<file path="src/sv/fcema_pkg.sv">
// Shared package for the four-channel moving-average alert smoother.
// Holds field widths, threshold reset values, register indexes and alert bit positions.
// No dependencies.
package fcema_pkg;

    // Field widths of the sample channels, timestamp and alert flags
    localparam int TEMP_W     = 15;
    localparam int HUM_W      = 14;
    localparam int GAS_W      = 16;
    localparam int TS_W       = 32;
    localparam int FLAG_W     = 8;

    // Default number of fraction bits in the averages
    localparam int FRAC_BITS_DEFAULT = 8;

    // Configuration port
    localparam int CFG_IDX_W  = 4;
    localparam int CFG_DATA_W = 16;

    typedef enum logic [CFG_IDX_W-1:0] {
        CFG_TEMP_HIGH = 4'd0,
        CFG_TEMP_LOW  = 4'd1,
        CFG_HUM_HIGH  = 4'd2,
        CFG_HUM_LOW   = 4'd3,
        CFG_ECO2_WARN = 4'd4,
        CFG_ECO2_BAD  = 4'd5,
        CFG_TVOC_WARN = 4'd6,
        CFG_TVOC_BAD  = 4'd7
    } cfg_idx_t;

    // Alert bit positions
    localparam int FLAG_TEMP_HIGH = 0;
    localparam int FLAG_TEMP_LOW  = 1;
    localparam int FLAG_HUM_HIGH  = 2;
    localparam int FLAG_HUM_LOW   = 3;
    localparam int FLAG_ECO2_WARN = 4;
    localparam int FLAG_ECO2_BAD  = 5;
    localparam int FLAG_TVOC_WARN = 6;
    localparam int FLAG_TVOC_BAD  = 7;

    // Threshold set, in sample units (no fraction bits)
    typedef struct packed {
        logic signed [TEMP_W-1:0] temp_high;
        logic signed [TEMP_W-1:0] temp_low;
        logic [HUM_W-1:0]         hum_high;
        logic [HUM_W-1:0]         hum_low;
        logic [GAS_W-1:0]         eco2_warn;
        logic [GAS_W-1:0]         eco2_bad;
        logic [GAS_W-1:0]         tvoc_warn;
        logic [GAS_W-1:0]         tvoc_bad;
    } limits_t;

    localparam limits_t LIMITS_RESET = '{
        temp_high: 15'sd3500,
        temp_low:  15'sd500,
        hum_high:  14'd7000,
        hum_low:   14'd2000,
        eco2_warn: 16'd1000,
        eco2_bad:  16'd2000,
        tvoc_warn: 16'd220,
        tvoc_bad:  16'd660
    };

endpackage

</file>
<file path="src/sv/fcema_alert_check.sv">
// Threshold compares of the four averages against the scaled limits.
// Produces the eight alert bits. Depends on fcema_pkg.
module fcema_alert_check import fcema_pkg::*; #(
    parameter int FRAC_BITS = FRAC_BITS_DEFAULT,
    localparam int TAVG_W   = TEMP_W + FRAC_BITS,
    localparam int HAVG_W   = HUM_W + FRAC_BITS,
    localparam int GAVG_W   = GAS_W + FRAC_BITS
) (
    input  logic signed [TAVG_W-1:0] temp_avg,
    input  logic [HAVG_W-1:0]        hum_avg,
    input  logic [GAVG_W-1:0]        eco2_avg,
    input  logic [GAVG_W-1:0]        tvoc_avg,
    input  limits_t                  limits,
    output logic [FLAG_W-1:0]        alert_flags
);

    localparam logic [FRAC_BITS-1:0] FRAC_ZERO = '0;

    // Compare each average with its limit shifted up by the fraction bits
    always_comb begin
        alert_flags = '0;
        alert_flags[FLAG_TEMP_HIGH] = temp_avg > $signed({limits.temp_high, FRAC_ZERO});
        alert_flags[FLAG_TEMP_LOW]  = temp_avg < $signed({limits.temp_low, FRAC_ZERO});
        alert_flags[FLAG_HUM_HIGH]  = hum_avg  > {limits.hum_high, FRAC_ZERO};
        alert_flags[FLAG_HUM_LOW]   = hum_avg  < {limits.hum_low, FRAC_ZERO};
        alert_flags[FLAG_ECO2_WARN] = eco2_avg > {limits.eco2_warn, FRAC_ZERO};
        alert_flags[FLAG_ECO2_BAD]  = eco2_avg > {limits.eco2_bad, FRAC_ZERO};
        alert_flags[FLAG_TVOC_WARN] = tvoc_avg > {limits.tvoc_warn, FRAC_ZERO};
        alert_flags[FLAG_TVOC_BAD]  = tvoc_avg > {limits.tvoc_bad, FRAC_ZERO};
    end

endmodule

</file>
<file path="config.mk">
export PLATFORM = sky130hd
export DESIGN_NAME = fcema_alert_check
export DESIGN_NICKNAME = d
export VERILOG_FILES = /design/src/sv/fcema_pkg.sv /design/src/sv/fcema_alert_check.sv
export SDC_FILE = /design/constraint.sdc
export NUM_CORES = 1
export LEC_CHECK = 0
export BUFFER_PORTS_ARGS = -buffer_cell sky130_fd_sc_hd__buf_2
export CAP_MARGIN = 20
export CORE_MARGIN = 2
export CORE_UTILIZATION = 45
export DETAILED_ROUTE_END_ITERATION = 7
export PLACE_DENSITY = 0.88
export SYNTH_ARGS = -nofsm -noshare
export SYNTH_HDL_FRONTEND = slang
export SYNTH_SLANG_ARGS = --single-unit
</file>
<file path="constraint.sdc">
create_clock -name vclk -period 2.5
set_input_delay 0.125 -clock vclk [all_inputs]
set_output_delay 0.125 -clock vclk [all_outputs]
set_load 0.03 [all_outputs]
</file>
==> metrics.cfg <==
[global_routing]
met1_usage_pct = 22.9
grt_pass1_vias = 3701
top_usage_layer = met2
grt_use_total_pct = 22.2
grtUsageMet2_pct = 46.1
grt-ovfl-total = 0
met3_usage_pct = 2.00
grt_max_degree = 5
grt_pass1_wl_um = 14200
antenna_found_initial = 0

[outcome]
status = complete, no violations

[critical_path]
path_max_fanout = 4
criticalPathCategory = input pin to output port
crit_path_max_incr_delay_ns = 0.33
cp-end-kind = output port
cpMostUsedCell = buf_2
critPathLaunchType = input pin
path_delay_family = simple AND/OR/NAND/NOR gates
slowest_stage = ha_1
cp.buffers_inverters = 2
cp.arrival_ns = 1.71
critPathRequiredTime_ns = 2.38
path_cells = buf_2 -> ha_1 -> nand4_1 -> nor3_1 -> o31ai_1 -> o211ai_1 -> mux2i_1 -> buf_2

[logic_synthesis]
synth_mux_area_share_pct = 0.326
yosysMostFrequentCell = inv_1
ys_types = 28
synth.top_cell.area_share_pct = 48.9
yosys-top-cells-count = inv_1 (122), ha_1 (120), a21oi_1 (43)
synth-adder-area-share_pct = 48.9
syn_area_per_cell_um2 = 7.19
synth-xor-area-share_pct = 0
synth_nets = 762
synth_top_family_by_area = adder cells
synth-compound-area-share_pct = 20.1
synth-seq-area-share_pct = 0
netlist_top_cells_area = ha_1 (49%), inv_1 (15%), a21o_1 (7.1%), a21oi_1 (7.0%), nand4_1 (5.7%)
synth-simple-area-share_pct = 15.7
ys_warn_count = 0
syn_area_um2 = 3070
synth_cells = 427
synth_top_cell_by_area = ha_1

[power_and_ir_drop]
p_int_mw = 0.333
leakage_nw = 2.91
ir_drop_uv = 93.0
power-per-cell-area_nw_per_um2 = 156
p_switching_mw = 0.337
pwr-share-clk_pct = 0
comb_power_share_pct = 100.0
p_seq_share_pct = 0
swShare_pct = 50.3

[routing]
antenna_left = 0
routed_wl_um = 8940
drc = 0
num_vias = 3807
first_iter_violations = 60
routedWlPerCell_um = 12.2
drt-vias-per-instance = 5.22
first_pass_iters = 4

[final_layout]
area_growth_pct = 39.6
drive_gt1_share_pct = 34.6
nNetsFinal = 987
diodes = 0
nFlopsAndLatches = 0
clkbuf_count = 0
fin_area_um2 = 4290
fillCellCount = 565
register_area_um2 = 0
final_cells = 730
final_util_pct = 64.1

[floorplanning]
die_x_um = 86.6
fp.coreArea_um2 = 6680
rows = 30
dieArea_um2 = 7500
die_h_um = 86.6
boundaryPins = 223
start_util_pct = 45.9

[placed_design]
dp_slack_ns = 0.689
io_buffer_count = 223
numPlacedInstances = 730
dp_hpwl_um = 8500
gp_congestion = 0.959
placed_area_um2 = 4290

[timing]
slew_violations = 0
timing.final.crit_period_ns = 1.83
hold_violations = 0
final.period_utilization_pct = 73.3
rsz0062_at_grt = false
setup_ws_ns = 0.667
setup_viol = 0
setup_tns_ns = 0
max_slew_margin_pct = 76.9
max_freq_mhz = 546
tightest_slew_ns = 0.341

[clocking]
cts_hold_buf = 0
cts_resized = 0
post_cts_buffers = 0

[job]
cap_violations = 0

[min_path]
min_path_type = input pin to output port

## placed cells by master (no fill, tap or decap), types with 2 or more instances in the layout
cell type	n
buf_2	223
inv_1	122
ha_1	120
a21oi_1	43
a21o_1	29
nand4_1	28
nor2_1	12
nand2_1	11
nor2b_1	9
nand3_1	7
o21ai_0	6
a211oi_1	6
o211ai_1	5
nor4_1	5
nor3_1	4
o31ai_1	3
or4_1	3
nand2b_1	2
o41ai_1	2
## final timing paths
check | from | to | depth (start not counted)
min | hum_avg[5] | alert_flags[2] | 5
max | temp_avg[22] | alert_flags[0] | 8
## kinds of logic (layout without fill, tap and decap cells)
logic type      Yosys count  after routing
compound gates           98             98
fa+ha+maj               120            120
buf+inv                 122            345
mux                       1              1
simple gates             86             86
## cell type report
type / count / area (um^2) / area share (%)
repair buffers: 223 / 1120 / 26.0
well taps: 80 / 100 / 2.34
inverters: 122 / 458 / 10.7
multi-input cells: 305 / 2610 / 60.9
## power by group through the flow
stage	Clock, mW	Combinational [mW]	Sequential [mW]
6_report	0	0.669	0
2_1_floorplan	0	0.373	0
3_5_place_dp	0	0.668	0
5_1_grt	0	0.762	0
4_1_cts	0	0.672	0
3_3_place_gp	0	0.633	0
## layer usage
metal	share of wire [%]	routed length [um]
met4	3.3	297
met3	6.2	556
met2	52	4690
met5	0	0
met1	38	3400
## per-stage QoR
stage | hold WS [ns] | power (mW)
2_1_floorplan | 0.587 | 0.373
3_3_place_gp | 0.800 | 0.633
3_5_place_dp | 0.804 | 0.668
4_1_cts | 0.804 | 0.672
5_1_grt | 0.849 | 0.762
6_report | 0.801 | 0.669
(Power assumes the default switching activity.)
